File: src/rtl/pfp_pkg.sv
// Shared types, codes and datapath widths of the polyline Frenet projection block.
`timescale 1ns / 1ps
`default_nettype none

package pfp_pkg;

  // Command codes of an input word.
  typedef enum logic [1:0] {
    CMD_CLEAR  = 2'd0,
    CMD_APPEND = 2'd1,
    CMD_QUERY  = 2'd2,
    CMD_NONE   = 2'd3
  } cmd_e;

  // Status codes of a result word.
  localparam logic [2:0] STAT_OK   = 3'd0;
  localparam logic [2:0] STAT_FEW  = 3'd1;
  localparam logic [2:0] STAT_FULL = 3'd2;
  localparam logic [2:0] STAT_DEC  = 3'd3;
  localparam logic [2:0] STAT_ARC0 = 3'd4;

  // Field and datapath widths.
  localparam int unsigned COORD_W = 32;
  localparam int unsigned ARC_W   = 31;
  localparam int unsigned DIFF_W  = 33;
  localparam int unsigned SEGL_W  = 33;
  localparam int unsigned MUL_AW  = 68;
  localparam int unsigned MUL_BW  = 34;
  localparam int unsigned MUL_PW  = MUL_AW + MUL_BW;
  localparam int unsigned DIV_NW  = 100;
  localparam int unsigned DIV_DW  = 68;
  localparam int unsigned SQ_W    = 68;
  localparam int unsigned ROOT_W  = SQ_W / 2;

  typedef struct packed {
    logic signed [COORD_W-1:0] x;
    logic signed [COORD_W-1:0] y;
    logic        [ARC_W-1:0]   arc;
  } point_t;

  typedef struct packed {
    logic pt_we;
    logic sl_we;
  } mem_ctl_t;

  typedef enum logic [3:0] {
    S_IDLE, S_ACHK, S_AWR, S_RD0, S_RD1, S_LD, S_CHK, S_MGO,
    S_MWT, S_CLS, S_DGO, S_DWT, S_QGO, S_QWT, S_CMP, S_OUT
  } state_e;

  typedef enum logic [3:0] {
    MOP_DXEX, MOP_DYEY, MOP_EXDY, MOP_EYDX, MOP_EXEX, MOP_EYEY,
    MOP_DDX, MOP_DDY, MOP_PROD
  } mop_e;

  typedef enum logic {
    DOP_LAT,
    DOP_STEP
  } dop_e;

endpackage

`default_nettype wire

File: src/rtl/pfp_div.sv
// Restoring unsigned divider, one quotient bit per cycle.
`timescale 1ns / 1ps
`default_nettype none

module pfp_div (
  input  wire logic                          clk_i,
  input  wire logic                          rst_ni,
  input  wire logic                          start_i,
  input  wire logic [pfp_pkg::DIV_NW-1:0]    num_i,
  input  wire logic [pfp_pkg::DIV_DW-1:0]    den_i,
  output logic                               done_o,
  output logic [pfp_pkg::DIV_NW-1:0]         quo_o
);

  localparam int unsigned CNT_W = $clog2(pfp_pkg::DIV_NW);

  logic                          busy_q;
  logic                          done_q;
  logic [CNT_W-1:0]              cnt_q;
  logic [pfp_pkg::DIV_NW-1:0]    num_q;
  logic [pfp_pkg::DIV_NW-1:0]    quo_q;
  logic [pfp_pkg::DIV_DW-1:0]    den_q;
  logic [pfp_pkg::DIV_DW-1:0]    rem_q;
  logic [pfp_pkg::DIV_DW:0]      trial;
  logic [pfp_pkg::DIV_DW:0]      diff;
  logic                          fits;

  assign trial = {rem_q, num_q[pfp_pkg::DIV_NW-1]};
  assign diff  = trial - {1'b0, den_q};
  assign fits  = trial >= {1'b0, den_q};

  always_ff @(posedge clk_i or negedge rst_ni) begin
    if (!rst_ni) begin
      busy_q <= 1'b0;
      done_q <= 1'b0;
      cnt_q  <= '0;
    end else begin
      done_q <= 1'b0;
      if (start_i) begin
        busy_q <= 1'b1;
        cnt_q  <= '0;
      end else if (busy_q) begin
        cnt_q <= cnt_q + 1'b1;
        if (cnt_q == CNT_W'(pfp_pkg::DIV_NW - 1)) begin
          busy_q <= 1'b0;
          done_q <= 1'b1;
        end
      end
    end
  end

  always_ff @(posedge clk_i) begin
    if (start_i) begin
      num_q <= num_i;
      den_q <= den_i;
      rem_q <= '0;
      quo_q <= '0;
    end else if (busy_q) begin
      num_q <= num_q << 1;
      rem_q <= fits ? diff[pfp_pkg::DIV_DW-1:0] : trial[pfp_pkg::DIV_DW-1:0];
      quo_q <= {quo_q[pfp_pkg::DIV_NW-2:0], fits};
    end
  end

  assign done_o = done_q;
  assign quo_o  = quo_q;

endmodule

`default_nettype wire

File: config.mk
export PLATFORM = sky130hd
export DESIGN_NAME = pfp_div
export DESIGN_NICKNAME = d
export VERILOG_FILES = /design/src/rtl/pfp_pkg.sv /design/src/rtl/pfp_div.sv
export SDC_FILE = /design/constraint.sdc
export NUM_CORES = 1
export LEC_CHECK = 0
export BUFFER_PORTS_ARGS = -buffer_cell sky130_fd_sc_hd__buf_2
export CAP_MARGIN = 20
export CORE_UTILIZATION = 45
export CTS_BUF_LIST = sky130_fd_sc_hd__clkbuf_4 sky130_fd_sc_hd__clkbuf_8 sky130_fd_sc_hd__clkbuf_16
export DETAILED_ROUTE_END_ITERATION = 6
export GPL_TIMING_DRIVEN = 0
export PLACE_DENSITY = 0.66
export REMOVE_ABC_BUFFERS = 1
export SYNTH_ARGS = -nofsm -noshare
export SYNTH_HDL_FRONTEND = slang
export SYNTH_SLANG_ARGS = --single-unit
File: constraint.sdc
create_clock -name clk_i -period 3.77 [get_ports clk_i]
set_input_delay 0.754 -clock clk_i [delete_from_list [all_inputs] [get_ports clk_i]]
set_output_delay 0.754 -clock clk_i [all_outputs]
set_load 0.1 [all_outputs]
== After elaboration in Yosys (flattened, before gate mapping) ==
Index checks and enable logic that the tools add are counted.
Operators by class
  multiplexer cells: 11
  $lt $le $gt $ge: 1
  reductions and logical operators: 1
  add/subtract/negate cells: 2
  equal/unequal tests: 1
Operators with widths (number)
  $mux W100: 2
  $ge A69 B68 Y1: 1
  $mux W68: 1
  $sub A68 B68 Y68: 1
  $mux W7: 2
  $add A7 B1 Y7 const B: 1
  $eq A7 B7 Y1 const B: 1
  $mux W1: 6
  $reduce_bool A2 Y1: 1
Word-level totals
  input bits: 171
  register bits after elaboration: 345
  output and inout port bits: 101
  logic and storage cells: 23

== Depth between registers and ports, before layout ==
  depth after elaboration: 4
  mapped depth: 15

== Worst setup path after synthesis ==
OpenSTA, ideal clock, no wires.
  kind: input to register
  start: input port start_i
  end: register num_q[0] (netlist name) (enable)
  path slack: -0.225 ns
  setup time: 0.453 ns
  arrival time: 3.541 ns
  data required time: 3.317 ns
  cell stages on the path: 5
  cells stage by stage: clkbuf_1 clkbuf_1 clkbuf_1 nor2_1 inv_1
On the way
  longest elaborated chain between the ends: 1
RTL lines
  start: declaration: RTL line pfp_div.sv:8  | input wire logic start_i,
  $reduce_bool A2 Y1 (no source line)
  end signal: assignment: RTL line pfp_div.sv:54  | num_q <= num_i;
  end signal: assignment: RTL line pfp_div.sv:59  | num_q <= num_q << 1;
  end: declaration: RTL line pfp_div.sv:20  | logic [pfp_pkg::DIV_NW-1:0] num_q;
No other way between the ends.
A chain may end at the register's enable or synchronous reset.

== Worst setup path in the final report ==
  start: register den_q[32] (netlist name)
  end: register rem_q[50] (netlist name)
On the way
  longest elaborated chain between the ends: 2
RTL lines
  start: declaration: RTL line pfp_div.sv:22  | logic [pfp_pkg::DIV_DW-1:0] den_q;
  start signal: assignment: RTL line pfp_div.sv:55  | den_q <= den_i;
  $sub A68 B68 Y68 / $ge A69 B68 Y1 (equally long branches): RTL line pfp_div.sv:29, pfp_div.sv:30
  $mux W68 *: RTL line pfp_div.sv:60  | rem_q <= fits ? diff[pfp_pkg::DIV_DW-1:0] : trial[pfp_pkg::DIV_DW-1:0];
  end signal: assignment: RTL line pfp_div.sv:60
  end: declaration: RTL line pfp_div.sv:23  | logic [pfp_pkg::DIV_DW-1:0] rem_q;
Mark *: on every way between the ends. The rest lies on a longest branch, timed or not.

==> flow_metrics.tcl <==
set metrics [dict create \
    status "completed" \
    cp_max_fo 8 \
    clkTransAtPathRegs_ps 60 \
    drtIter0Drc 802 \
    dr.pass1.iters 5 \
    cp.required_ps 4220 \
    hold_viol 0 \
    grtUsageTotal_pct 20.18 \
    setup_viol 0 \
    rows 72 \
    combPwrFrac_pct 35.0 \
    final_util_pct 55.50 \
    ys_ff_latch 345 \
    worstHoldPathType "input pin to asynchronous set/reset pin" \
    finClkSkew_ps 20.13 \
    p_switching_uw 4403 \
    final_cells 2545 \
    cts_inserted_buffers 39 \
    initial_core_util_pct 45.70 \
    period_share_pct 97.86 \
    fp.dieH_um 200.1 \
    reg2reg_depth 13 \
    synth.yosys.seq_area_share_pct 48.88 \
    die_x_um 200.1 \
    maxCapViolCount 0 \
    ir_drop_uv 398.3 \
    grt_max_degree 141 \
    netlist_instances 1732 \
    io_buffer_count 271 \
    place.gp.congestion 0.8978 \
    criticalPathCategory "flip-flop to flip-flop" \
    placed_cells 2425 \
    clkLatencyLatePin_ps 550 \
    drv_slew 0 \
    clock-sinks 345 \
    hold_buffers 0 \
    cp-end-kind "flip-flop" \
    antenna_found_initial 10 \
    detail_route.wl_per_cell_um 16.76 \
    clockRootBuffer "clkbuf_16" \
    seq_power_share_pct 36.1 \
    core_area_um2 38650 \
    die_area_um2 40040 \
    synth_flop_cell "edfxtp_1" \
    yosysWarnings 0 \
    fillers 3440 \
    grt_pass1_vias 13240 \
    slew-limit-headroom_pct 48.88 \
    intPower_uw 8592 \
    post-dp-hpwl_um 29050 \
    p_sw_share_pct 33.88 \
    synth_cell_types 71 \
    max-clock-path-buffers 3 \
    multi_input_area_um2 8607 \
    synth_edf_count 168 \
    fmax_ghz 0.2711 \
    viasPerCell 5.411 \
    htreeDepth 2 \
    worstPathArrival_ps 4140 \
    async_reset_ff_share_pct 2.609 \
    globalRoute.totalOverflow 0 \
    crit_path_start_kind "flip-flop" \
    pwr-share-clk_pct 28.9 \
    drive_gt1_share_pct 27.25 \
    seq_area_um2 8637 \
    reg2reg_setup_slack_ps 80 \
    drt_wl_total_um 42670 \
    cts_tree "done" \
    vias 13770 \
    tightestPinTransition_ps 766.7 \
    syn_area_per_cell_um2 10.20 \
    rsz0062_at_grt "yes" \
    power_per_cell_area_nw_per_um2 605.9 \
    r2r_start "den_q[32]" \
    p_leak_uw 0.009624 \
    synth_area_um2 17660 \
    antenna_left 0 \
    r2r-end "rem_q[50]" \
    pin_count 272 \
    drc 0 \
    hold_slack_ps 47.51 \
    synthToLayoutAreaGrowth_pct 21.44 \
    grt_pass1_wl_um 66670 \
    period_needed_ps 3689 \
    fin_nets 2233 \
]
cell usage after synthesis (all sizes together) (4+ instances only):
cell / n / area, um^2
o21a: 9 / 67.56
nand2: 163 / 611.8
a31oi: 16 / 100.1
nand4: 26 / 192.7
xor2: 20 / 175.2
o311ai: 4 / 35.03
a221oi: 4 / 35.03
clkbuf: 75 / 281.5
and4: 7 / 61.31
and2: 8 / 50.05
edfxtp: 168 / 5045
xnor2: 40 / 350.3
o21bai: 16 / 120.1
a21o: 32 / 240.2
mux2i: 108 / 1081
ha: 69 / 863.3
a221o: 4 / 40.04
nand2b: 10 / 62.56
o31ai: 5 / 37.54
o211ai: 9 / 67.56
nor4: 6 / 37.54
a21boi: 4 / 30.03
or3: 9 / 61.31
nor3b: 4 / 30.03
dfrtp: 9 / 225.2
inv: 90 / 337.8
a21oi: 93 / 465.5
nor3: 16 / 91.34
and3: 5 / 31.28
nor2b: 14 / 87.58
a211oi: 17 / 127.6
nand3: 21 / 105.1
mux2: 99 / 1115
o22ai: 7 / 43.79
buf: 29 / 166.4
nor2: 214 / 803.3
a311oi: 50 / 461.7
dfxtp: 168 / 3363
o21ai: 49 / 249.0
routing by layer:
layer	track usage [%]	vias up	routed length (um)
met1	24.88	6530	18180
met2	33.37	375	19960
met3	6.541	75	3491
met5	0	-	62
met4	6.346	10	971
li1	-	6780	-
power by group through the flow:
stage | clock network [uW] | registers, uW | logic (uW)
after floorplan | 0 | 4710 | 2860
after global placement | 0 | 4730 | 3800
after detailed placement | 0 | 4730 | 3860
after CTS | 3870 | 4670 | 4010
after global routing | 4010 | 4750 | 4970
final | 3750 | 4700 | 4540
how the worst max path moves through the flow:
stage                endpoint  cells after the start  slack (ps)       from
floorplan            num_q[0]                      2       -4500     busy_q
global placement    num_q[31]                      2       -6940     busy_q
detailed placement  rem_q[60]                     13        -570  den_q[39]
CTS                 rem_q[50]                     13          30  den_q[40]
global route        rem_q[50]                     13         -50  den_q[27]
finish              rem_q[50]                     13          80  den_q[32]
layout by cell type (no fill, tap or decap), types with 6 or more instances in the layout:
cell type,synthesis,layout
nand3_1,21,18
a21o_1,32,32
a31oi_1,16,15
clkbuf_16,0,41
xnor2_1,40,40
nor4_1,6,6
buf_16,0,6
and2_1,8,7
xor2_1,20,20
a21oi_1,93,93
and4_1,7,7
buf_2,7,270
o21ai_0,47,46
nand4_1,24,24
nand2_1,163,161
dfrtp_1,9,8
o211ai_1,9,9
clkbuf_4,0,12
nand2b_1,10,10
o21bai_1,16,16
o21a_1,9,9
ha_4,0,17
ha_1,69,44
a311oi_1,48,48
a211oi_1,17,15
dfxtp_1,168,168
o22ai_1,7,7
ha_2,0,8
inv_1,89,84
or3_1,8,8
nor2_1,214,212
nor2b_1,14,14
mux2_2,99,99
buf_4,9,40
nor3_1,15,15
mux2i_1,108,108
edfxtp_1,168,168
stage by stage:
stage | worst slack (ps) | power (uW) | area, um^2 | setup TNS [ps]
floorplan | -4500 | 7569 | 17210 | -849490
global placement | -6938 | 8531 | 19220 | -1866140
detailed placement | -568.2 | 8594 | 19440 | -15680
CTS | 34.88 | 12550 | 20900 | 0
global route | -53.16 | 13730 | 21440 | -111.4
finish | 80.84 | 13000 | 21450 | 0
cells by family (layout without fill, tap and decap cells):
family          count (synthesis)  after routing  synth area share [%]
buf+inv                       194            482                 4.449
other cells                     0              5                     0
flops                         345            345                 48.88
fa+ha+maj                      70             70                 5.001
simple gates                  514            516                 13.08
compound gates                342            342                 13.18
mux                           207            207                 12.43
xor+xnor                       60             60                 2.975
worst max-delay path: stages (launching register included):
cell      delay, ps
edfxtp_1        310
inv_1            50
ha_2            410
nand4_4         150
nor3_4          190
inv_2            50
or4_4           500
or3_4           420
a311oi_4        380
o21ai_4         160
and2_4          210
buf_12          120
or3b_4          370
a311oi_2        260
cell type report:
type	instances	area share (%)
Antenna cell	5	0.05834
Clock buffer	55	5.227
Clock inverter	16	0.7467
Inverter	90	1.587
Multi-Input combinational cell	1195	40.13
Sequential cell	345	40.27
Tap cell	518	3.022
Timing Repair Buffer	321	8.960
state kept, by name (all words and copies together) (netlist names):
register and cells:
den_q 68, busy_q 1, done_o 1, num_q 100, cnt_q 7, quo_o 100, rem_q 68
what timing repair did:
item,CTS,global route
cloned,1,3
setup endpoints to repair,67,30
pin swaps,1,25
gates resized for setup,28,41
setup buffers,3,37
Note: power is estimated with default switching activity, not from simulation.
