### src/rtl/pfp_pkg.sv
// Shared types, codes and datapath widths of the polyline Frenet projection block.
`timescale 1ns / 1ps
`default_nettype none

package pfp_pkg;

  // Command codes of an input word.
  typedef enum logic [1:0] {
    CMD_CLEAR  = 2'd0,
    CMD_APPEND = 2'd1,
    CMD_QUERY  = 2'd2,
    CMD_NONE   = 2'd3
  } cmd_e;

  // Status codes of a result word.
  localparam logic [2:0] STAT_OK   = 3'd0;
  localparam logic [2:0] STAT_FEW  = 3'd1;
  localparam logic [2:0] STAT_FULL = 3'd2;
  localparam logic [2:0] STAT_DEC  = 3'd3;
  localparam logic [2:0] STAT_ARC0 = 3'd4;

  // Field and datapath widths.
  localparam int unsigned COORD_W = 32;
  localparam int unsigned ARC_W   = 31;
  localparam int unsigned DIFF_W  = 33;
  localparam int unsigned SEGL_W  = 33;
  localparam int unsigned MUL_AW  = 68;
  localparam int unsigned MUL_BW  = 34;
  localparam int unsigned MUL_PW  = MUL_AW + MUL_BW;
  localparam int unsigned DIV_NW  = 100;
  localparam int unsigned DIV_DW  = 68;
  localparam int unsigned SQ_W    = 68;
  localparam int unsigned ROOT_W  = SQ_W / 2;

  typedef struct packed {
    logic signed [COORD_W-1:0] x;
    logic signed [COORD_W-1:0] y;
    logic        [ARC_W-1:0]   arc;
  } point_t;

  typedef struct packed {
    logic pt_we;
    logic sl_we;
  } mem_ctl_t;

  typedef enum logic [3:0] {
    S_IDLE, S_ACHK, S_AWR, S_RD0, S_RD1, S_LD, S_CHK, S_MGO,
    S_MWT, S_CLS, S_DGO, S_DWT, S_QGO, S_QWT, S_CMP, S_OUT
  } state_e;

  typedef enum logic [3:0] {
    MOP_DXEX, MOP_DYEY, MOP_EXDY, MOP_EYDX, MOP_EXEX, MOP_EYEY,
    MOP_DDX, MOP_DDY, MOP_PROD
  } mop_e;

  typedef enum logic {
    DOP_LAT,
    DOP_STEP
  } dop_e;

endpackage

`default_nettype wire

### src/rtl/pfp_mul.sv
// Bit-serial unsigned shift-add multiplier, one multiplier bit per cycle.
`timescale 1ns / 1ps
`default_nettype none

module pfp_mul (
  input  wire logic                          clk_i,
  input  wire logic                          rst_ni,
  input  wire logic                          start_i,
  input  wire logic [pfp_pkg::MUL_AW-1:0]    a_i,
  input  wire logic [pfp_pkg::MUL_BW-1:0]    b_i,
  output logic                               done_o,
  output logic [pfp_pkg::MUL_PW-1:0]         p_o
);

  localparam int unsigned CNT_W = $clog2(pfp_pkg::MUL_BW);

  logic                          busy_q;
  logic                          done_q;
  logic [CNT_W-1:0]              cnt_q;
  logic [pfp_pkg::MUL_PW-1:0]    a_q;
  logic [pfp_pkg::MUL_PW-1:0]    acc_q;
  logic [pfp_pkg::MUL_BW-1:0]    b_q;

  always_ff @(posedge clk_i or negedge rst_ni) begin
    if (!rst_ni) begin
      busy_q <= 1'b0;
      done_q <= 1'b0;
      cnt_q  <= '0;
    end else begin
      done_q <= 1'b0;
      if (start_i) begin
        busy_q <= 1'b1;
        cnt_q  <= '0;
      end else if (busy_q) begin
        cnt_q <= cnt_q + 1'b1;
        if (cnt_q == CNT_W'(pfp_pkg::MUL_BW - 1)) begin
          busy_q <= 1'b0;
          done_q <= 1'b1;
        end
      end
    end
  end

  always_ff @(posedge clk_i) begin
    if (start_i) begin
      a_q   <= pfp_pkg::MUL_PW'(a_i);
      b_q   <= b_i;
      acc_q <= '0;
    end else if (busy_q) begin
      if (b_q[0]) begin
        acc_q <= acc_q + a_q;
      end
      a_q <= a_q << 1;
      b_q <= b_q >> 1;
    end
  end

  assign done_o = done_q;
  assign p_o    = acc_q;

endmodule

`default_nettype wire

### config.mk
export PLATFORM = sky130hd
export DESIGN_NAME = pfp_mul
export DESIGN_NICKNAME = d
export VERILOG_FILES = /design/src/rtl/pfp_pkg.sv /design/src/rtl/pfp_mul.sv
export SDC_FILE = /design/constraint.sdc
export NUM_CORES = 1
export LEC_CHECK = 0
export BUFFER_PORTS_ARGS = -buffer_cell sky130_fd_sc_hd__buf_2
export CAP_MARGIN = 20
export CELL_PAD_IN_SITES_DETAIL_PLACEMENT = 1
export CELL_PAD_IN_SITES_GLOBAL_PLACEMENT = 2
export CORE_MARGIN = 4
export CORE_UTILIZATION = 39
export CTS_CLUSTER_SIZE = 8
export DETAILED_ROUTE_END_ITERATION = 8
export MAX_ROUTING_LAYER = met4
export PLACE_DENSITY_LB_ADDON = 0.1
export SETUP_SLACK_MARGIN = 0.02
export SYNTH_ARGS = -nofsm -noshare
export SYNTH_HDL_FRONTEND = slang
export SYNTH_SLANG_ARGS = --single-unit
### constraint.sdc
create_clock -name clk_i -period 5.3 [get_ports clk_i]
set_input_delay 1.06 -clock clk_i [delete_from_list [all_inputs] [get_ports clk_i]]
set_output_delay 1.06 -clock clk_i [all_outputs]
set_load 0.1 [all_outputs]
== Word level (Yosys, flattened, before mapping) ==
Cells that the tools add are included.
Storage, ports and cells
  logic and storage cells: 24
  output and inout bits: 103
  bits in registers: 246
  input port bits: 105
Cells by class
  equal/unequal tests: 1
  muxes and demuxes: 12
  reductions and logical operators: 2
  add/subtract/negate cells: 2
Operator list (number)
  $mux 68: 2
  $add 102x102->102: 1
  $mux 34: 2
  $mux 6: 2
  $add 6x1->6 const B: 1
  $eq 6x6->1 const B: 1
  $mux 1: 6
  $reduce_and 2->1: 1
  $reduce_bool 2->1: 1

== Longest topological paths before layout ==
Gate-level depths: netlist of the first run.
  word-level depth: 4
  gate-level depth with buffers: 13
  mapped depth without buffers: 13

== Least setup slack after synthesis of the first run ==
No wires, ideal clock.
  path kind: input-to-reg
  start point: in start_i
  end point: reg a_q[0] (netlist name), enable pin
  stages: 5
  library setup time: 0.455 ns
  path slack: 0.983 ns
  data arrival time: 3.862 ns
  required time: 4.845 ns
  cells stage by stage: clkbuf_1 > clkbuf_1 > clkbuf_1 > nor2_1 > inv_1
On the way
  word-level cells in the longest chain between the ends: 1
Ends and longest elaborated chain
  from (decl): line pfp_mul.sv:8  | input wire logic start_i,
  $reduce_bool 2->1 (no line)
  to (signal assigned): line pfp_mul.sv:46  | a_q <= pfp_pkg::MUL_PW'(a_i);
  to (signal assigned): line pfp_mul.sv:53  | a_q <= a_q << 1;
  to (decl): line pfp_mul.sv:20  | logic [pfp_pkg::MUL_PW-1:0] a_q;
No other way between the ends.
A chain may end at the register's enable or synchronous reset.

== Final worst setup path of the first run ==
  start point: reg acc_q, in the netlist p_o[0]
  end point: reg acc_q, in the netlist p_o[90]
On the way
  word-level cells in the longest chain between the ends: 1
Ends and longest elaborated chain
  from (decl): line pfp_mul.sv:21  | logic [pfp_pkg::MUL_PW-1:0] acc_q;
  from (signal assigned): line pfp_mul.sv:51  | acc_q <= acc_q + a_q;
  $add 102x102->102: line pfp_mul.sv:51
No other way between the ends.

==> impl_metrics.py, run 1 <==
metrics = {
    "clock_tree": {
        "clockBufferDepth": 3,
        "cts_setup_buffers": 0,
        "cts_inserted_buffers": 37,
        "clk_latency_ns": 0.56,
        "clkSinkCount": 246,
        "clk_pin_slew_ns": 0.06,
        "clockRootBuffer": "clkbuf_16",
        "ctsHtreeMaxLevel": 2,
        "postCtsResizedCells": 0,
        "tritoncts": "done",
        "hold_buffers": 0,
    },
    "final_layout": {
        "drive_gt1_share_pct": 19.3,
        "multi_input_area_um2": 9480,
        "diodes": 0,
        "nets": 2193,
        "seq_area_um2": 5990,
        "post-route-util_pct": 46.1,
        "area_growth_syn_to_layout_pct": 15.6,
        "n_fill_cell": 4794,
    },
    "sta": {
        "finalCritPeriodShare_pct": 79.0,
        "fin_worst_skew_ns": 0.0240,
        "finalMaxSlewViolations": 0,
        "relSlewSlack_pct": 25.8,
        "finalSetupViolCount": 0,
        "rsz0062_at_grt": "false",
        "tns_ns": 0,
        "worst_pin_slew_ns": 1.11,
        "fmax_mhz": 239,
        "hold_viol_final": 0,
        "post-route-min-period_ns": 4.19,
    },
    "setup_path": {
        "critPathCapture": "p_o[90]$_SDFFE_PP0P_",
        "cp_slowest_cell": "a2111oi_0",
        "cp.depth": 13,
        "rr_startpoint": "p_o[0]$_SDFFE_PP0P_",
        "timing.critical_path.buf_inv": 1,
        "path_cells": "ha_1, inv_1, fa_1, nor2b_1, o211ai_1, a211oi_1, o21ai_0, a2111oi_0, o21ai_0, nand3_1, a31o_2, nor2_1, a221o_1",
        "cp_max_fo": 4,
        "cp_top_family": "compound AO/OA/AOI/OAI gates",
        "crit_path_start_kind": "register",
        "arrival_ns": 4.63,
        "rr_worst_depth": 13,
        "r2r_setup_slack_ns": 1.11,
        "endpoint_kind": "register",
        "crit_start": "p_o[0]$_SDFFE_PP0P_",
        "path_common_cell": "o21ai_0",
        "worstSetupPathType": "register to register",
        "cp.required_ns": 5.74,
        "slowest_delay_ns": 0.98,
        "r2r_end": "p_o[90]$_SDFFE_PP0P_",
    },
    "detailed_routing": {
        "drc": 0,
        "postRouteAntennaNets": 0,
        "wire_per_inst_um": 21.5,
        "vias": 14300,
        "routed_wl_um": 54300,
        "dr.pass1.iters": 5,
        "via_per_inst": 5.67,
        "dr.first_iter.drc_count": 667,
    },
    "worst_hold_path": {
        "hold_path_class": "primary input to async pin",
    },
    "logic_synthesis": {
        "synth_largest_area_cell": "edfxtp_1",
        "synth.top_cell.area_share_pct": 19.2,
        "syn_area_um2": 16000,
        "ys_async_sr_fraction_pct": 3.25,
        "yosysSeqAreaShare_pct": 37.5,
        "avgSynthCellArea_um2": 8.79,
        "synth_most_common_cell": "nand2_1",
        "synthesis.instances": 1819,
        "ys.flop_type": "dfxtp_1",
        "synth_common_cells": "253 x nand2_1, 208 x a21oi_1, 143 x nor2_1",
        "yosys_warnings": 0,
        "synth-edff-count": 102,
        "synth.distinct_cells": 74,
        "synth.top_cells.by_area": "edfxtp_1 19%, dfxtp_1 17%, ha_1 8.1%, mux2_2 7.0%, a21oi_1 6.5%",
        "syn_nets": 2028,
        "ys_ff_latch": 246,
    },
    "run": {
        "maxCapViolCount": 0,
    },
    "outcome": {
        "status": "complete, no violations",
    },
    "global_routing": {
        "grt_pass1_wl_um": 85300,
        "grt_pass1_vias": 14900,
        "grt_overflow": 0,
        "grtUsageTotal_pct": 24.6,
        "grt_antenna_before_repair": 0,
        "grt_max_degree": 81,
    },
    "power_and_ir_drop": {
        "p_leak_nw": 8.06,
        "power_density_nw_per_um2": 434,
        "total_power_w": 0.00801,
        "vdd_drop_max_uv": 307,
    },
    "floorplan": {
        "die_area_um2": 44300,
        "start_util_pct": 39.9,
        "boundaryPins": 208,
        "die_h_um": 210,
        "num_rows": 73,
        "die_w_um": 210,
        "core_area_um2": 40100,
    },
    "placement": {
        "hpwlAfterDp_um": 41500,
        "gp_congestion": 0.903,
        "place.port_buffers": 207,
    },
}
[metal layers]
layer | share of wire, % | vias up | track usage [%] | wire length [µm]
met2 | 46 | 254 | 39.0 | 25000
met1 | 48 | 6989 | 33.7 | 26000
met4 | 2.1 | 0 | 6.17 | 1130
met5 | 0 | - | - | 0
met3 | 4.0 | 71 | 3.04 | 2160
li1 | - | 7025 | - | -
[flip-flops by register name, summed over array words and instances, names as in the netlist]
register,cells
busy_q,1
done_o,1
cnt_q,6
b_q,34
a_q,102
p_o,102
[where the power goes]
| part | total (W) | internal [W] | leakage [nW] | switching, W |
|---|---|---|---|---|
| Clock | 0.00223 | 0.00134 | 0.512 | 0.000891 |
| Sequential | 0.00240 | 0.00222 | 2.30 | 0.000186 |
| Combinational | 0.00338 | 0.000930 | 5.25 | 0.00245 |
[how the worst min path moves through the flow]
stage | slack [ns] | from | end | cells past startpoint
2_1_floorplan | 0.49 | a_q[70]$_SDFFE_PP0P_ | a_q[70]$_SDFFE_PP0P_ | 2
3_3_place_gp | 0.45 | p_o[88]$_SDFFE_PP0P_ | p_o[88]$_SDFFE_PP0P_ | 2
3_5_place_dp | 0.47 | p_o[61]$_SDFFE_PP0P_ | p_o[61]$_SDFFE_PP0P_ | 2
4_1_cts | 0.33 | rst_ni | cnt_q[0]$_DFFE_PN0P_ | 1
5_1_grt | 0.34 | rst_ni | cnt_q[1]$_DFFE_PN0P_ | 1
6_report | 0.35 | rst_ni | cnt_q[3]$_DFFE_PN0P_ | 1
[worst reg2reg max path, stage by stage (launching register included)]
cell and delay [ns]:
dfxtp_1 0.34, ha_1 0.20, inv_1 0.06, fa_1 0.38, nor2b_1 0.21, o211ai_1 0.16, a211oi_1 0.36, o21ai_0 0.35
a2111oi_0 0.98, o21ai_0 0.27, nand3_1 0.23, a31o_2 0.22, nor2_1 0.06, a221o_1 0.25
[layout make-up]
cell class	count	share of cell area [%]
Multi-Input combinational cell	1438	51.3
Sequential cell	246	32.4
Timing Repair Buffer	217	6.05
Clock buffer	56	5.63
Tap cell	525	3.56
Inverter	44	0.908
Clock inverter	4	0.115
[cell usage in the layout, fill, tap and decap left out, types with 20 or more instances in the layout]
master / instances
inv_1: 43
a21oi_1: 208
a21o_1: 51
o21ai_0: 103
ha_1: 103
clkbuf_16: 39
buf_2: 206
xnor2_1: 35
nand2_1: 252
nand3_1: 32
or3_1: 20
nor2_1: 141
mux2i_1: 37
nand4_1: 44
edfxtp_1: 102
nor3_1: 21
o21bai_1: 25
dfxtp_1: 136
mux2_2: 99
xor2_1: 37
[cell families after synthesis]
kind of cell | count (synthesis) | synth area share [%]
simple gates | 579 | 16.3
compound gates | 547 | 21.6
flops | 246 | 37.5
mux | 136 | 9.29
buf+inv | 135 | 3.30
fa+ha+maj | 104 | 8.19
xor+xnor | 72 | 3.95
[stage by stage]
step	setup slack [ns]	instances	hold slack, ns	instance area, µm²
floorplan	0.983	1819	0.487	16000
global placement	1.33	2470	0.455	17400
detailed placement	1.14	2470	0.465	17400
finish	1.11	2530	0.354	18500
global route	0.744	2530	0.344	18500
CTS	1.09	2530	0.328	18500
(Power assumes the default switching activity.)
==> run 2, diff against run 1 <==
CORE_UTILIZATION = 36   (was 39)
clock period = 3.94 ns   (was 5.3 ns; I/O delays follow)
==> impl_metrics.py, run 2 (synthesis gave the netlist of run 1 again) <==
metrics = {
    "power_and_ir_drop": {
        "power_density_nw_per_um2": 581,
        "vdd_drop_max_uv": 385,
        "p_leak_nw": 8.24,
    },
    "clock_tree": {
        "clk_pin_slew_ns": 0.05,
        "hold_buffers": 0,
        "clk_latency_ns": 0.56,
        "clockBufferDepth": 3,
        "cts_inserted_buffers": 37,
        "tritoncts": "done",
        "ctsHtreeMaxLevel": 2,
        "clkSinkCount": 246,
        "clockRootBuffer": "clkbuf_16",
    },
    "sta": {
        "finalCritPeriodShare_pct": 93.7,
        "finalSetupViolCount": 0,
        "relSlewSlack_pct": 42.4,
        "hold_viol_final": 0,
        "fmax_mhz": 271,
        "hold_ws_ns": 0.0907,
        "finalMaxSlewViolations": 0,
        "post-route-min-period_ns": 3.69,
        "fin_worst_skew_ns": 0.0197,
        "rsz0062_at_grt": "false",
        "worst_pin_slew_ns": 0.862,
        "finalWorstSetupSlack_ns": 0.247,
    },
    "detailed_routing": {
        "postRouteAntennaNets": 0,
        "via_per_inst": 5.53,
        "wire_per_inst_um": 21.3,
        "vias": 14500,
        "routed_wl_um": 56000,
        "dr.first_iter.drc_count": 979,
        "drc": 0,
        "dr.pass1.iters": 5,
    },
    "global_routing": {
        "grt_pass1_vias": 15300,
        "grt_antenna_before_repair": 0,
        "grt_max_degree": 147,
        "grtUsageTotal_pct": 23.8,
        "grt_pass1_wl_um": 88100,
        "grt_overflow": 0,
    },
    "placement": {
        "place.port_buffers": 207,
        "gp_congestion": 0.883,
        "placed_cells": 2562,
        "hpwlAfterDp_um": 43300,
        "dp_slack_ns": -0.0484,
    },
    "setup_path": {
        "cp_max_fo": 9,
        "endpoint_kind": "register",
        "r2r_setup_slack_ns": 0.25,
        "r2r_end": "p_o[87]$_SDFFE_PP0P_",
        "crit_path_start_kind": "register",
        "path_cells": "ha_1, nand4_1, a21oi_1, o21a_1, o211ai_2, a2111o_1, a211o_1, a211oi_4, o21ai_1, a2111oi_0, nand3b_1",
        "rr_startpoint": "a_q[8]$_DFFE_PP_",
        "worstSetupPathType": "register to register",
        "arrival_ns": 4.18,
        "slowest_delay_ns": 0.53,
        "cp.required_ns": 4.43,
        "cp_slowest_cell": "a2111o_1",
        "rr_worst_depth": 11,
    },
    "floorplan": {
        "die_w_um": 219,
        "boundaryPins": 208,
        "die_h_um": 219,
        "core_area_um2": 43500,
        "num_rows": 76,
        "die_area_um2": 47800,
        "start_util_pct": 36.8,
    },
    "run": {
        "maxCapViolCount": 0,
    },
    "final_layout": {
        "most-common-layout-cells": "252 x nand2_1, 208 x a21oi_1, 206 x buf_2",
        "finalNonFillerCells": 2626,
        "diodes": 0,
        "drive_gt1_share_pct": 20.5,
        "nets": 2225,
        "layout_commonest_cell": "nand2_1",
        "area_growth_syn_to_layout_pct": 18.0,
    },
    "worst_hold_path": {
        "hold_path_class": "primary input to async pin",
    },
    "outcome": {
        "status": "complete, no violations",
    },
}
run 2: changes by cell type in the layout (fill, tap and decap cells not counted), moves of 2 or more:
cell	change
buf_12	+3
buf_4	+29
clkbuf_1	+5
clkinv_1	-2
nor2_2	-2
o21ai_0	-2
o21ai_1	+2
run 2: worst max-delay path by stage:
| stage | startpoint | to |
|---|---|---|
| after floorplan | p_o[0]$_SDFFE_PP0P_ | p_o[90]$_SDFFE_PP0P_ |
| after global placement | a_q[7]$_DFFE_PP_ | p_o[86]$_SDFFE_PP0P_ |
| after detailed placement | a_q[0]$_SDFFCE_PN0P_ | p_o[86]$_SDFFE_PP0P_ |
| after CTS | a_q[0]$_SDFFCE_PN0P_ | p_o[90]$_SDFFE_PP0P_ |
| after global routing | p_o[0]$_SDFFE_PP0P_ | p_o[96]$_SDFFE_PP0P_ |
| final | a_q[8]$_DFFE_PP_ | p_o[87]$_SDFFE_PP0P_ |
run 2: worst max-delay path, delay by kind of cell, from the launching register on:
family                   cells  cell delay [ns]
AND/OR/NAND/NOR              2             0.37
adder cells (fa/ha/maj)      1             0.44
flip-flops                   1             0.39
AO/OA/AOI/OAI                8             2.42
run 2: layout make-up:
cell class,instances,area (µm²)
Clock buffer,60,1030
Timing Repair Buffer,249,1400
Sequential cell,246,5990
Fill cell,5175,24600
Inverter,44,169
Tap cell,585,732
Clock inverter,4,42.5
Multi-Input combinational cell,1438,9500
run 2: stage by stage:
stage          instance area, µm²  power, W  util [%]  TNS [ns]
2_1_floorplan               16000   0.00673         -         0
3_3_place_gp                17800   0.00790      40.9         0
3_5_place_dp                17800   0.00793      40.9   -0.0484
4_1_cts                     18800    0.0111      43.4         0
5_1_grt                     18900    0.0116      43.4         0
6_report                    18900    0.0110      43.4         0
run 2: power breakdown:
group | switching [W] | total [W] | internal [W]
logic | 0.00336 | 0.00469 | 0.00133
clock network | 0.00125 | 0.00304 | 0.00179
registers | 0.000246 | 0.00323 | 0.00298
total | 0.00486 | 0.0110 | 0.00610
run 2: repair_timing:
action	CTS	global route
pin swaps	0	0
endpoints found under the setup margin	3	15
resized for setup	1	4
buffers inserted	0	0
run 2: routing by layer:
metal	part of all wire (%)	track usage (%)
met4	2.6	6.66
met3	4.0	3.25
met1	48	32.3
met2	46	37.5
met5	0	-
