$ cat src/rtl/pfp_pkg.sv
// Shared types, codes and datapath widths of the polyline Frenet projection block.
`timescale 1ns / 1ps
`default_nettype none

package pfp_pkg;

  // Command codes of an input word.
  typedef enum logic [1:0] {
    CMD_CLEAR  = 2'd0,
    CMD_APPEND = 2'd1,
    CMD_QUERY  = 2'd2,
    CMD_NONE   = 2'd3
  } cmd_e;

  // Status codes of a result word.
  localparam logic [2:0] STAT_OK   = 3'd0;
  localparam logic [2:0] STAT_FEW  = 3'd1;
  localparam logic [2:0] STAT_FULL = 3'd2;
  localparam logic [2:0] STAT_DEC  = 3'd3;
  localparam logic [2:0] STAT_ARC0 = 3'd4;

  // Field and datapath widths.
  localparam int unsigned COORD_W = 32;
  localparam int unsigned ARC_W   = 31;
  localparam int unsigned DIFF_W  = 33;
  localparam int unsigned SEGL_W  = 33;
  localparam int unsigned MUL_AW  = 68;
  localparam int unsigned MUL_BW  = 34;
  localparam int unsigned MUL_PW  = MUL_AW + MUL_BW;
  localparam int unsigned DIV_NW  = 100;
  localparam int unsigned DIV_DW  = 68;
  localparam int unsigned SQ_W    = 68;
  localparam int unsigned ROOT_W  = SQ_W / 2;

  typedef struct packed {
    logic signed [COORD_W-1:0] x;
    logic signed [COORD_W-1:0] y;
    logic        [ARC_W-1:0]   arc;
  } point_t;

  typedef struct packed {
    logic pt_we;
    logic sl_we;
  } mem_ctl_t;

  typedef enum logic [3:0] {
    S_IDLE, S_ACHK, S_AWR, S_RD0, S_RD1, S_LD, S_CHK, S_MGO,
    S_MWT, S_CLS, S_DGO, S_DWT, S_QGO, S_QWT, S_CMP, S_OUT
  } state_e;

  typedef enum logic [3:0] {
    MOP_DXEX, MOP_DYEY, MOP_EXDY, MOP_EYDX, MOP_EXEX, MOP_EYEY,
    MOP_DDX, MOP_DDY, MOP_PROD
  } mop_e;

  typedef enum logic {
    DOP_LAT,
    DOP_STEP
  } dop_e;

endpackage

`default_nettype wire

$ cat src/rtl/pfp_sqrt.sv
// Digit-recurrence integer square root, one root bit per cycle.
`timescale 1ns / 1ps
`default_nettype none

module pfp_sqrt (
  input  wire logic                          clk_i,
  input  wire logic                          rst_ni,
  input  wire logic                          start_i,
  input  wire logic [pfp_pkg::SQ_W-1:0]      rad_i,
  output logic                               done_o,
  output logic [pfp_pkg::ROOT_W-1:0]         root_o
);

  localparam int unsigned CNT_W = $clog2(pfp_pkg::ROOT_W);
  localparam int unsigned RW    = pfp_pkg::ROOT_W + 2;

  logic                          busy_q;
  logic                          done_q;
  logic [CNT_W-1:0]              cnt_q;
  logic [pfp_pkg::SQ_W-1:0]      rad_q;
  logic [pfp_pkg::ROOT_W-1:0]    root_q;
  logic [RW-1:0]                 rem_q;
  logic [RW+1:0]                 rn;
  logic [RW+1:0]                 tr;
  logic                          fits;

  assign rn   = {rem_q, rad_q[pfp_pkg::SQ_W-1 -: 2]};
  assign tr   = (RW + 2)'({root_q, 2'b01});
  assign fits = rn >= tr;

  always_ff @(posedge clk_i or negedge rst_ni) begin
    if (!rst_ni) begin
      busy_q <= 1'b0;
      done_q <= 1'b0;
      cnt_q  <= '0;
    end else begin
      done_q <= 1'b0;
      if (start_i) begin
        busy_q <= 1'b1;
        cnt_q  <= '0;
      end else if (busy_q) begin
        cnt_q <= cnt_q + 1'b1;
        if (cnt_q == CNT_W'(pfp_pkg::ROOT_W - 1)) begin
          busy_q <= 1'b0;
          done_q <= 1'b1;
        end
      end
    end
  end

  always_ff @(posedge clk_i) begin
    if (start_i) begin
      rad_q  <= rad_i;
      root_q <= '0;
      rem_q  <= '0;
    end else if (busy_q) begin
      rad_q  <= rad_q << 2;
      rem_q  <= fits ? RW'(rn - tr) : rn[RW-1:0];
      root_q <= {root_q[pfp_pkg::ROOT_W-2:0], fits};
    end
  end

  assign done_o = done_q;
  assign root_o = root_q;

endmodule

`default_nettype wire

$ cat config.mk
export PLATFORM = sky130hd
export DESIGN_NAME = pfp_sqrt
export DESIGN_NICKNAME = d
export VERILOG_FILES = /design/src/rtl/pfp_pkg.sv /design/src/rtl/pfp_sqrt.sv
export SDC_FILE = /design/constraint.sdc
export NUM_CORES = 1
export LEC_CHECK = 0
export BUFFER_PORTS_ARGS = -buffer_cell sky130_fd_sc_hd__buf_2
export CORE_UTILIZATION = 62
export DETAILED_ROUTE_END_ITERATION = 12
export PLACE_DENSITY = 0.91
export SETUP_SLACK_MARGIN = 0.5
export SYNTH_ARGS = -nofsm -noshare
export SYNTH_HDL_FRONTEND = slang
export SYNTH_SLANG_ARGS = --single-unit
$ cat constraint.sdc
create_clock -name clk_i -period 5.5 [get_ports clk_i]
set_input_delay 0.825 -clock clk_i [delete_from_list [all_inputs] [get_ports clk_i]]
set_output_delay 0.825 -clock clk_i [all_outputs]
set_load 0.02 [all_outputs]
Yosys cells after proc, flatten, opt, wreduce, memory -nomap -nowiden
Index checks and enable logic that the tools add are counted.
{ "word_totals": {"regBits": 146, "input_bits": 71} }
{ "classes": {"n_addsub": 2, "n_lt_le_gt_ge": 1, "eq_ne": 1, "mux": 11, "reduce_logical": 1} }
{ "ops": {"columns": ["op", "count"], "rows": [
  ["$mux 68", 2],
  ["$ge 38x36->1", 1],
  ["$mux 36", 1],
  ["$sub 36x36->36", 1],
  ["$mux 6", 2],
  ["$add 6x1->6 const B", 1],
  ["$eq 6x6->1 const B", 1],
  ["$mux 1", 6],
  ["$reduce_bool 2->1", 1]
]} }

Depth between registers and ports, before layout
Gate-level depths: netlist (run 1).
{ "depth": {"word_depth": 4, "mapped_depth": 13} }

Worst setup path before layout (run 1)
OpenSTA, ideal clock, no wires.
{ "synth_path": {"kind": "in2reg", "startpoint": "input port start_i", "endpoint": "register rad_q[0] in the netlist's numbering, enable pin", "arrival_time_ps": 2901, "path_slack_ps": 2177, "path_stages": 4, "path_cell_list": "clkbuf_1 clkbuf_1 nor2_1 inv_1"} }
{ "synth_between": {"elab_chain_len": 1} }
{ "synth_lines": {"columns": ["item", "line", "rtl"], "rows": [
  ["start, declared", "pfp_sqrt.sv:8", "input wire logic start_i,"],
  ["$reduce_bool 2->1 (no source line)", null, null],
  ["end signal, assigned", "pfp_sqrt.sv:53", "rad_q <= rad_i;"],
  ["end signal, assigned", "pfp_sqrt.sv:57", "rad_q <= rad_q << 2;"],
  ["end, declared", "pfp_sqrt.sv:20", "logic [pfp_pkg::SQ_W-1:0] rad_q;"]
]} }
No other way between the ends.
A chain may end at the register's enable or synchronous reset.

Worst setup path in the final report (run 1)
{ "layout_path": {"startpoint": "register root_q (netlist bit root_o[0])", "endpoint": "register rem_q[16]"} }
{ "layout_between": {"elab_chain_len": 2} }
{ "layout_lines": {"columns": ["item", "line", "rtl"], "rows": [
  ["start, declared", "pfp_sqrt.sv:21", "logic [pfp_pkg::ROOT_W-1:0] root_q;"],
  ["start signal, assigned", "pfp_sqrt.sv:59", "root_q <= {root_q[pfp_pkg::ROOT_W-2:0], fits};"],
  ["$sub 36x36->36 / $ge 38x36->1 (equally long branches)", "pfp_sqrt.sv:58, pfp_sqrt.sv:29", null],
  ["$mux 36 (*)", "pfp_sqrt.sv:58", "rem_q <= fits ? RW'(rn - tr) : rn[RW-1:0];"],
  ["end signal, assigned", "pfp_sqrt.sv:58", null],
  ["end, declared", "pfp_sqrt.sv:22", "logic [RW-1:0] rem_q;"]
]} }
Every way passes the cells marked *; elsewhere a longest branch is shown, timed or not.

==> results.md, run 1 <==
* EDFF count, synth at 68
* Post-CTS Setup Inserts at 0
* Startpoint Class: flop
* Reg-to-Reg Start: root_o[0]
* First-pass GRT wire length at 30000 µm
* CP Cell Sequence: inv_1, ha_1, nor2b_1, o31a_1, o31ai_2, a311oi_2, o2111ai_2, a31oi_4, nor2_8, mux2i_1, a211oi_1
* # resized after CTS at 0
* Final setup violating endpoints at 0
* Fin nets at 1000
* Pwr Total at 4.98 mW
* Die Span X at 117 µm
* GP Congestion at ~0.91
* Starting DRT DRC Count at 373
* Area growth from synthesis to layout at 13.5%
* Critical path startpoint: root_o[0]
* Worst Path Max Fanout at 42
* Crit Path Class: flop to flop
* Die H at ~120 µm
* Die area at 13800 µm²
* Post-Synthesis Cell Area at 8260 µm²
* CTS Hold Bufs at 0
* Setup tns final at 0 ns
* Hold Path Class: primary input to asynchronous set/reset pin
* Clock power share at 21.9%
* Pins Over Slew Limit at 0
* Core Rows at 41
* Syn Inst Count at 807
* Yosys warnings at 0
* Achievable frequency at 292 MHz
* Slowest CP cell: nor2_8
* Share of cells above drive strength 1 at about a quarter
* TritonCTS Buffers at 17
* Crit path largest cell delay at 0.66 ns
* Largest net degree at the start of global routing at 85
* Power share of the combinational group at 49.4%
* Final count of hold timing violations at 0
* Slew headroom at a little under two fifths
* Leak Pwr at 4.17 nW
* GRT overflow at 0
* CP top delay family: compound AO/OA/AOI/OAI gates
* Sw Share at between 30% and 40%
* Final wirelength at 18000 µm
* Register area share after synthesis at 44.1%
* Data required, critical path at 5.83 ns
* Max-cap violations at 0
* CTS clk-pin slew, worst paths at around 0.060 ns
* Pwr dens at 531 nW/µm²
* CTS Sinks at between 100 and 150
* Hold WS at 0.223 ns
* Seq pwr share at 28.7%
* Synth cell count leaders: 99 x nor2_1, 70 x dfxtp_1, 68 x edfxtp_1, 66 x mux2_2, 58 x mux2i_1
* Reg2Reg Depth at 11
* Routed len/inst at about 17 µm
* Critical Path AT at 3.76 ns
* Worst skew pair latency at 0.44 ns
* Final period util at 62.3%
* Unrepaired setup endpoints after global routing: no
* HPWL after DPL at 12500 µm
* Dominant cells by area after synthesis: edfxtp_1 25%, dfxtp_1 17%, mux2_2 9.0%
* FFs w/ async S/R, synth at 5.48%
* First-pass detailed-route iteration total at 5
* Post-layout min period at between 3 and 4 ns
* Initial antenna violation count at 0
* Peak VDD IR at 0.327 mV
* Starting Density at 64.4%
* Worst path bufs/invs at 1
* Vias in the first global route at ~6300
* Synth top area share at 24.7%
* Net Switching at 1.98 mW
* IO Pins at 106
* Worst Slack Setup Final at just over 2 ns
* CTS H-Tree Depth at 4
* Count leader, synth: nor2_1
* CTS tree: done
* Vias/cell at 5.87
* Via count at 6313
* Cell taking the most area after synthesis: edfxtp_1
* Clock Skew at approximately 0.010 ns
* Flops & latches, synth at 146
* All-Layer GR Usage at 27.2%
* Root Driver: clkbuf_16
* CP Depth at 11
* Post-route ant nets at 0
* Worst-Margin Slew at 0.948 ns
* Number of distinct library cells after synthesis at 68
* PortBufs at 105
* Status: completed
* Post-Place Setup Slack at 2.12 ns
* Worst Setup End Kind: flop
* Mean Syn Cell Area at 10.2 µm²
* Core Region at 12800 µm²
* Clock Path Buffers at 2
* Cell internal pwr at 2.99 mW
* Synth Flop Type: dfxtp_1
* Remaining DRCs at 0
* Mapped Nets at 916
==> sequential cells by signal, indices dropped and copies added, names as in the netlist <==
signal,cells
rem_q,36
done_o,1
rad_q,68
root_o,34
busy_q,1
cnt_q,6
==> routing by layer <==
| metal | up-vias | part of all wire [%] | wire, µm | global-route usage [%] |
|---|---|---|---|---|
| met5 | - | 0 | 0 | 0 |
| met4 | 0 | 2.2 | 398 | 11.7 |
| met3 | 33 | 5.7 | 1030 | 7.88 |
| met2 | 160 | 49 | 8850 | 45.4 |
| met1 | 3015 | 43 | 7730 | 32.7 |
| li1 | 3105 | - | - | - |
==> stage by stage <==
step	std cells	utilization, %	area [µm²]
3_3_place_gp	1044	68.8	8820
6_report	1076	73.1	9370
3_5_place_dp	1044	68.8	8820
2_1_floorplan	807	-	8260
4_1_cts	1075	73.1	9370
5_1_grt	1075	73.1	9370
==> worst paths after layout <==
| check | endpoint | slack, ns |
|---|---|---|
| worst max-delay path | rem_q[16] | 2.07 |
| worst min-delay path | cnt_q[1] | 0.22 |
| worst max register to register | rem_q[16] | 2.07 |
| worst min register to register | rem_q[35] | 0.46 |
| max in group asynchronous | busy_q | 5.09 |
| min in group clk_i | rem_q[35] | 0.46 |
==> layout by cell type, fill, tap and decap left out, types with 4 or more instances in the layout <==
master and n:
and2_1 4, nand3_1 6, xor2_1 14, mux2i_1 58, clkbuf_16 17, buf_2 104
nand2_1 44, a21o_1 22, nor2_1 99, nand4_1 9, nor3_1 12, edfxtp_1 68
dfrtp_1 7, buf_4 4, ha_1 38, a211oi_1 27, o21ai_1 6, o21ai_0 18
dfxtp_1 70, a21oi_1 32, a31oi_1 5, xnor2_1 19, o21bai_1 4, mux2_2 66
inv_1 46, nor4_1 6, nand2b_1 7, or3_1 6, o211ai_1 5, o31ai_1 5
and3_1 8, inv_6 7
==> cells by family after synthesis <==
family | Yosys count | share of synthesized area, %
mux | 124 | 16.0
flops | 146 | 44.1
xor+xnor | 33 | 3.50
simple gates | 221 | 12.7
fa+ha+maj | 38 | 5.76
compound gates | 155 | 13.3
buf+inv | 90 | 4.61
==> worst reg2reg max path, stage by stage (launching register included) <==
cell,delay (ns)
dfxtp_1,0.37
inv_1,0.06
ha_1,0.34
nor2b_1,0.16
o31a_1,0.28
o31ai_2,0.28
a311oi_2,0.18
o2111ai_2,0.28
a31oi_4,0.20
nor2_8,0.66
mux2i_1,0.24
a211oi_1,0.28
==> power by group through the flow <==
| stage | Combinational, mW | Clock, mW | Sequential (mW) |
|---|---|---|---|
| 6_report | 2.46 | 1.09 | 1.43 |
| 3_5_place_dp | 2.40 | 0 | 1.45 |
| 5_1_grt | 2.70 | 1.14 | 1.45 |
| 3_3_place_gp | 2.33 | 0 | 1.44 |
| 4_1_cts | 2.43 | 1.10 | 1.43 |
| 2_1_floorplan | 2.02 | 0 | 1.42 |
==> cell type report <==
class / count / area, µm²
fill: 909 / 3450
clock buffer: 17 / 425
sequential: 146 / 3650
multi-input combinational: 571 / 4230
clock inverter: 14 / 120
tap: 172 / 215
timing repair buffer: 108 / 551
antenna: 1 / 2.50
inverter: 47 / 176
(Power assumes the default switching activity.)
==> run 2: changes to the inputs <==
--- a/config.mk
+++ b/config.mk
@@ -6,9 +6,9 @@
 export NUM_CORES = 1
 export LEC_CHECK = 0
 export BUFFER_PORTS_ARGS = -buffer_cell sky130_fd_sc_hd__buf_2
-export CORE_UTILIZATION = 62
+export CORE_UTILIZATION = 59
 export DETAILED_ROUTE_END_ITERATION = 12
-export PLACE_DENSITY = 0.91
+export PLACE_DENSITY = 0.87
 export SETUP_SLACK_MARGIN = 0.5
 export SYNTH_ARGS = -nofsm -noshare
 export SYNTH_HDL_FRONTEND = slang
==> constraint.sdc (replaced) <==
create_clock -name clk_i -period 3.2 [get_ports clk_i]
set_input_delay 0.48 -clock clk_i [delete_from_list [all_inputs] [get_ports clk_i]]
set_output_delay 0.48 -clock clk_i [all_outputs]
set_load 0.02 [all_outputs]
==> run 2 against run 1 <==
Net effect: routed wire length is 36% higher; worst setup slack worse by 1.9 ns; largest cell class unchanged; clock power is 81% higher.
==> results.md, run 2 (synthesized netlist as in run 1, its figures left out) <==
* Die H at approximately 120 µm
* Max reg flops at 68
* Util after Layout at 78.3%
* Area growth from synthesis to layout at 27.6%
* Final instance area at 10500 µm²
* Post-Layout Cell Count at 1130
* Status: completed
* Die area at 14500 µm²
* Core Rows at 42
* Placed cell area at approximately 9000 µm²
* CTS tree: done
* Slowest CP cell: o31ai_4
* IO Pins at between 100 and 150
* Data required, critical path at around 3.5 ns
* Reg2Reg Depth at 14
* GRT overflow at 0
* Most common cell after layout, fill and taps aside: buf_2
* CP Depth at 14
* Setup tns final at 0 ns
* CP endpoint: rem_q[5]
* Routed len/inst at roughly 22 µm
* Root Driver: clkbuf_16
* Seq pwr share at 23.4%
* All-Layer GR Usage at 31.6%
* Power share of the combinational group at between 50% and 60%
* Antenna cells at 0
* Critical Path AT at 3.33 ns
* Critical path startpoint: root_o[0]
* Worst Setup End Kind: flop
* CTS Sinks at 146
* PortBufs at 105
* Clock power share at 18.2%
* Die Span X at approximately 120 µm
* Max-cap violations at 0
* Final wirelength at 24400 µm
* GP Congestion at 0.896
* CP top delay family: compound AO/OA/AOI/OAI gates
* Largest Register: rad_q
* Vias in the first global route at about 7000
* Slew headroom at 45.8%
* CP Cell Sequence: inv_4, ha_4, nor2b_4, o31a_1, o31ai_4, a311oi_4, o2111ai_4, a31oi_4, nor2_8, buf_12, buf_16, buf_4, nor2_4, nor4_2
* Post-layout min period at 3.02 ns
* Final setup violating endpoints at 0
* Share of cells above drive strength 1 at between 30% and 40%
* Clock Path Buffers at 2
* Final period util at 94.2%
* Unrepaired setup endpoints after global routing: yes
* Startpoint Class: flop
* Hold WS at 0.327 ns
* Pins Over Slew Limit at 0
* Clock Skew at 0.0159 ns
* TritonCTS Buffers at 17
* Hold Path Class: primary input to flop
* Sw Share at between 40% and 50%
* Placed cell count at 1058
* Remaining DRCs at 0
* Vias/cell at 6.30
* Cell internal pwr at a little over 6 mW
* Net Switching at 4.58 mW
* Post-route ant nets at 0
* Via count at 7123
* Peak VDD IR at 0.693 mV
* Leak Pwr at roughly 4.6 nW
* Crit path largest cell delay at approximately 0.37 ns
* Worst skew pair latency at 0.45 ns
* Reg-to-Reg Start: root_o[0]
* Fin nets at 1050
* First-pass detailed-route iteration total at 6
* Core Region at 13500 µm²
* CTS clk-pin slew, worst paths at 0.08 ns
* Worst Path Max Fanout at 8
* Reg2reg setup slack at roughly 0.18 ns
* FF-to-FF End: rem_q[5]
* Highest-count cells in the layout ignoring fill and taps: 104 x buf_2, 94 x nor2_1, 68 x edfxtp_1
* HPWL after DPL at 12700 µm
* CTS H-Tree Depth at 4
* Initial antenna violation count at 0
* Worst-Margin Slew at between 0.8 and 0.9 ns
* Achievable frequency at 332 MHz
* First-pass GRT wire length at 35500 µm
* Worst path bufs/invs at 4
* Starting Density at between 60% and 70%
* Largest net degree at the start of global routing at 114
* Pwr dens at 1030 nW/µm²
* Starting DRT DRC Count at approximately 740
* Final count of hold timing violations at 0
* Crit Path Class: flop to flop
[run 2: cell types whose count changed in the layout (fill, tap and decap cells not counted), sizes merged]
cell,before,now
buf,108,157
clkbuf,17,18
clkinv,2,4
clkinvlp,3,2
diode,1,0
dlygate4sd3,0,1
inv,56,55
[run 2: area by class of cell]
cell class | count | area [µm²]
timing repair buffer | 158 | 1020
inverter | 47 | 183
tap | 176 | 220
multi-input combinational | 571 | 4850
sequential | 146 | 3680
clock inverter | 14 | 141
fill | 783 | 2920
clock buffer | 18 | 429
[run 2: how the worst min path moves through the flow]
stage               startpoint       end  slack, ns  depth (start not counted)
finish                rad_i[0]  rad_q[0]       0.33                          2
global route          rad_i[0]  rad_q[0]       0.32                          2
CTS                   rad_i[1]  rad_q[1]       0.32                          2
detailed placement      rst_ni    done_o       0.33                          1
global placement        rst_ni    done_o       0.33                          1
floorplan               rst_ni    busy_q       0.18                          0
[run 2: stage by stage]
step,power (mW),setup WS (ns)
2_1_floorplan,5.98,0.458
3_3_place_gp,6.71,0.201
3_5_place_dp,6.84,0.0792
4_1_cts,9.80,0.414
5_1_grt,11.2,0.165
6_report,10.8,0.184
[run 2: worst reg2reg max path: cells and delay by family, from the launching register on]
| family | cells | cell delay, ns |
|---|---|---|
| AOI/OAI and AO/OA | 5 | 1.25 |
| DFF | 1 | 0.36 |
| adders and majority gates | 1 | 0.22 |
| and+or+nand+nor | 4 | 0.65 |
| buffers and inverters | 4 | 0.42 |
[run 2: per-layer routing]
| metal | vias to the layer above | track usage, % | wire [µm] |
|---|---|---|---|
| li1 | 3203 | - | - |
| met1 | 3406 | 36.6 | 9370 |
| met2 | 389 | 54.6 | 12200 |
| met3 | 125 | 7.74 | 1660 |
| met4 | 0 | 15.2 | 1220 |
| met5 | - | 0 | 0 |
[run 2: power by group through the flow]
stage | clock network, mW | registers [mW] | logic, mW
6_report | 1.97 | 2.53 | 6.32
3_5_place_dp | 0 | 2.50 | 4.34
5_1_grt | 2.04 | 2.55 | 6.65
4_1_cts | 1.96 | 2.48 | 5.35
3_3_place_gp | 0 | 2.48 | 4.23
2_1_floorplan | 0 | 2.45 | 3.53
[run 2: repair_timing]
item	in CTS	in global routing
setup endpoints to repair	37	37
pin swaps	26	17
gates cloned	1	0
gates resized for setup	87	36
setup buffers	23	15
hold buffers	1	0
endpoints found under the hold margin	8	0
==> run 3: changes to the inputs <==
--- a/config.mk
+++ b/config.mk
@@ -6,9 +6,9 @@
 export NUM_CORES = 1
 export LEC_CHECK = 0
 export BUFFER_PORTS_ARGS = -buffer_cell sky130_fd_sc_hd__buf_2
-export CORE_UTILIZATION = 59
+export CORE_UTILIZATION = 48
 export DETAILED_ROUTE_END_ITERATION = 12
-export PLACE_DENSITY = 0.87
+export PLACE_DENSITY = 0.74
 export SETUP_SLACK_MARGIN = 0.5
 export SYNTH_ARGS = -nofsm -noshare
 export SYNTH_HDL_FRONTEND = slang
==> run 3 against run 2 <==
Net effect: core utilization fell by 14 points; die area grew 23%; clock skew down 0.0059 ns; highest routed layer is now met5; clock power up 5%; count of clock-buffer cells in the layout shrank 1; sequential power is essentially flat; register-to-register slack better by 0.05 ns; maximum frequency rose by 1.5%; worst setup slack improved by 0.046 ns; critical endpoint is now rem_q[3]; largest power group unchanged.
==> results.md, run 3 (synthesized netlist as in run 1, its figures left out) <==
* Status: completed
* Pins Over Slew Limit at 0
* First-pass detailed-route iteration total at 6
* Via count at around 6800
* Initial antenna violation count at 2
* Top Usage Layer GRT: met2
* First-pass GRT wire length at 31200 µm
* Clock Path Buffers at 2
* GRT overflow at 0
* Placed cell area at 9110 µm²
* Crit Path Class: flop to flop
* Max-cap violations at 0
* Achievable frequency at 337 MHz
* Leak Pwr at 4.66 nW
* Critical Path AT at 3.24 ns
* IO Pins at 106
* GP Congestion at 0.900
* All-Layer GR Usage at ~22%
* CTS H-Tree Depth at 4
* Vias/cell at 5.69
* CTS clk-pin slew, worst paths at about 0.070 ns
* Die Span X at approximately 130 µm
* Die H at 133 µm
* CTS Sinks at around 150
* Util after Layout at 64.4%
* Worst-Margin Slew at between 0.8 and 0.9 ns
* CP Cell Sequence: inv_1, ha_4, buf_4, a21oi_1, a311oi_4, o2111ai_4, a31oi_4, nor2_8, buf_12, buf_16, mux2i_1, a211oi_1
* GR met1 Demand/Resource at roughly 28%
* Post-layout min period at 2.97 ns
* Slew headroom at 42.5%
* Worst skew pair latency at approximately 0.43 ns
* Final wirelength at 21100 µm
* Routed len/inst at 17.7 µm
* Post-Layout Cell Count at 1193
* Fin nets at between 1000 and 1500
* Core Region at 16700 µm²
* Startpoint Class: flop
* Starting DRT DRC Count at 533
* Pwr Total at between 10 and 15 mW
* PortBufs at 105
* Crit path largest cell delay at 0.49 ns
* Data required, critical path at 3.47 ns
* Final setup violating endpoints at 0
* Largest net degree at the start of global routing at 70
* Share of cells above drive strength 1 at 39.9%
* Post-route ant nets at 0
* Clock Skew at ~0.01 ns
* Peak VDD IR at 0.654 mV
* Sequential cell area at 3680 µm²
* Starting Density at 49.4%
* Final instance area at 10700 µm²
* CTS tree: done
* Area growth from synthesis to layout at 30.2%
* Area of the multi-input gates at 4770 µm²
* Highest-count cells in the layout ignoring fill and taps: 104 x buf_2, 94 x nor2_1, 68 x edfxtp_1
* Worst Setup End Kind: flop
* # fillers at roughly 1300
* Met2 GRT Util at between 30% and 40%
* TritonCTS Buffers at 17
* Remaining DRCs at 0
* Most common cell after layout, fill and taps aside: buf_2
* Worst Path Max Fanout at 6
* Largest Register: rad_q
* Pwr dens at 1020 nW/µm²
* HPWL after DPL at roughly 13000 µm
* Final period util at between 90% and 100%
* Die area at 17700 µm²
* Slowest CP cell: a21oi_1
* Final count of hold timing violations at 0
* GR Util met3 at 6.51%
* Placed cell count at about 1100
* Core Rows at 47
* Max reg flops at 68
* Hold Path Class: primary input to flop
* Root Driver: clkbuf_16
* Unrepaired setup endpoints after global routing: yes
* Setup tns final at 0 ns
* Vias in the first global route at 6362
* Antenna cells at 0
[run 3: cell count changes in the layout (fill, tap and decap cells not counted), moves of 3 or more]
cell,delta
a21oi_1,+3
buf_6,+3
buf_4,+14
clkinv_8,+3
[run 3: layout make-up]
type / count / area share [%]
multi-input combinational: 571 / 44.4
sequential: 146 / 34.3
tap: 220 / 2.56
timing repair buffer: 177 / 11.4
inverter: 47 / 1.70
clock inverter: 15 / 1.76
clock buffer: 17 / 3.96
[run 3: critical path, delay by kind of cell (launching register included)]
family                   cells  cell delay, ns
AO/OA/AOI/OAI                5            1.25
adder cells (fa/ha/maj)      1            0.24
buffers and inverters        4            0.52
flip-flops                   1            0.36
multiplexers                 1            0.22
AND/OR/NAND/NOR              1            0.21
[run 3: final timing paths]
path / to / cells after the start / slack (ns) / from
hold / removal: rad_q[1] / 2 / 0.33 / rad_i[1]
hold reg to reg: rem_q[35] / 2 / 0.46 / rem_q[35]
setup reg to reg: rem_q[3] / 12 / 0.23 / root_o[9]
min in group asynchronous: cnt_q[2] / 2 / 0.42 / rst_ni
setup / recovery: rem_q[3] / 12 / 0.23 / root_o[9]
max in group asynchronous: busy_q / 2 / 2.59 / rst_ni
[run 3: per-stage QoR]
step / hold WS [ns] / worst slack (ns)
after global routing: 0.322 / 0.0951
after global placement: 0.335 / 0.226
after floorplan: 0.184 / 0.458
after CTS: 0.317 / 0.312
after detailed placement: 0.331 / 0.0534
final: 0.329 / 0.230
[run 3: metal layers]
metal  wire length (µm)  part of all wire (%)  vias up
met2              10400                    49      272
met5                 23                  0.11        -
met1               8770                    42     3225
met3               1440                   6.8       63
li1                   -                     -     3228
met4                484                   2.3        4
[run 3: what timing repair did]
item                                   in CTS  in global routing
buffers inserted                           18                 32
setup endpoints to repair                  37                 37
pin swaps                                  16                 36
hold buffers                                1                  0
gates resized for setup                    38                 73
gates cloned                                2                  2
endpoints found under the hold margin       8                  0
[run 3: power breakdown]
| part | internal, mW | switching [mW] |
|---|---|---|
| registers | 2.27 | 0.236 |
| clock network | 1.12 | 0.943 |
| logic | 3.19 | 3.20 |
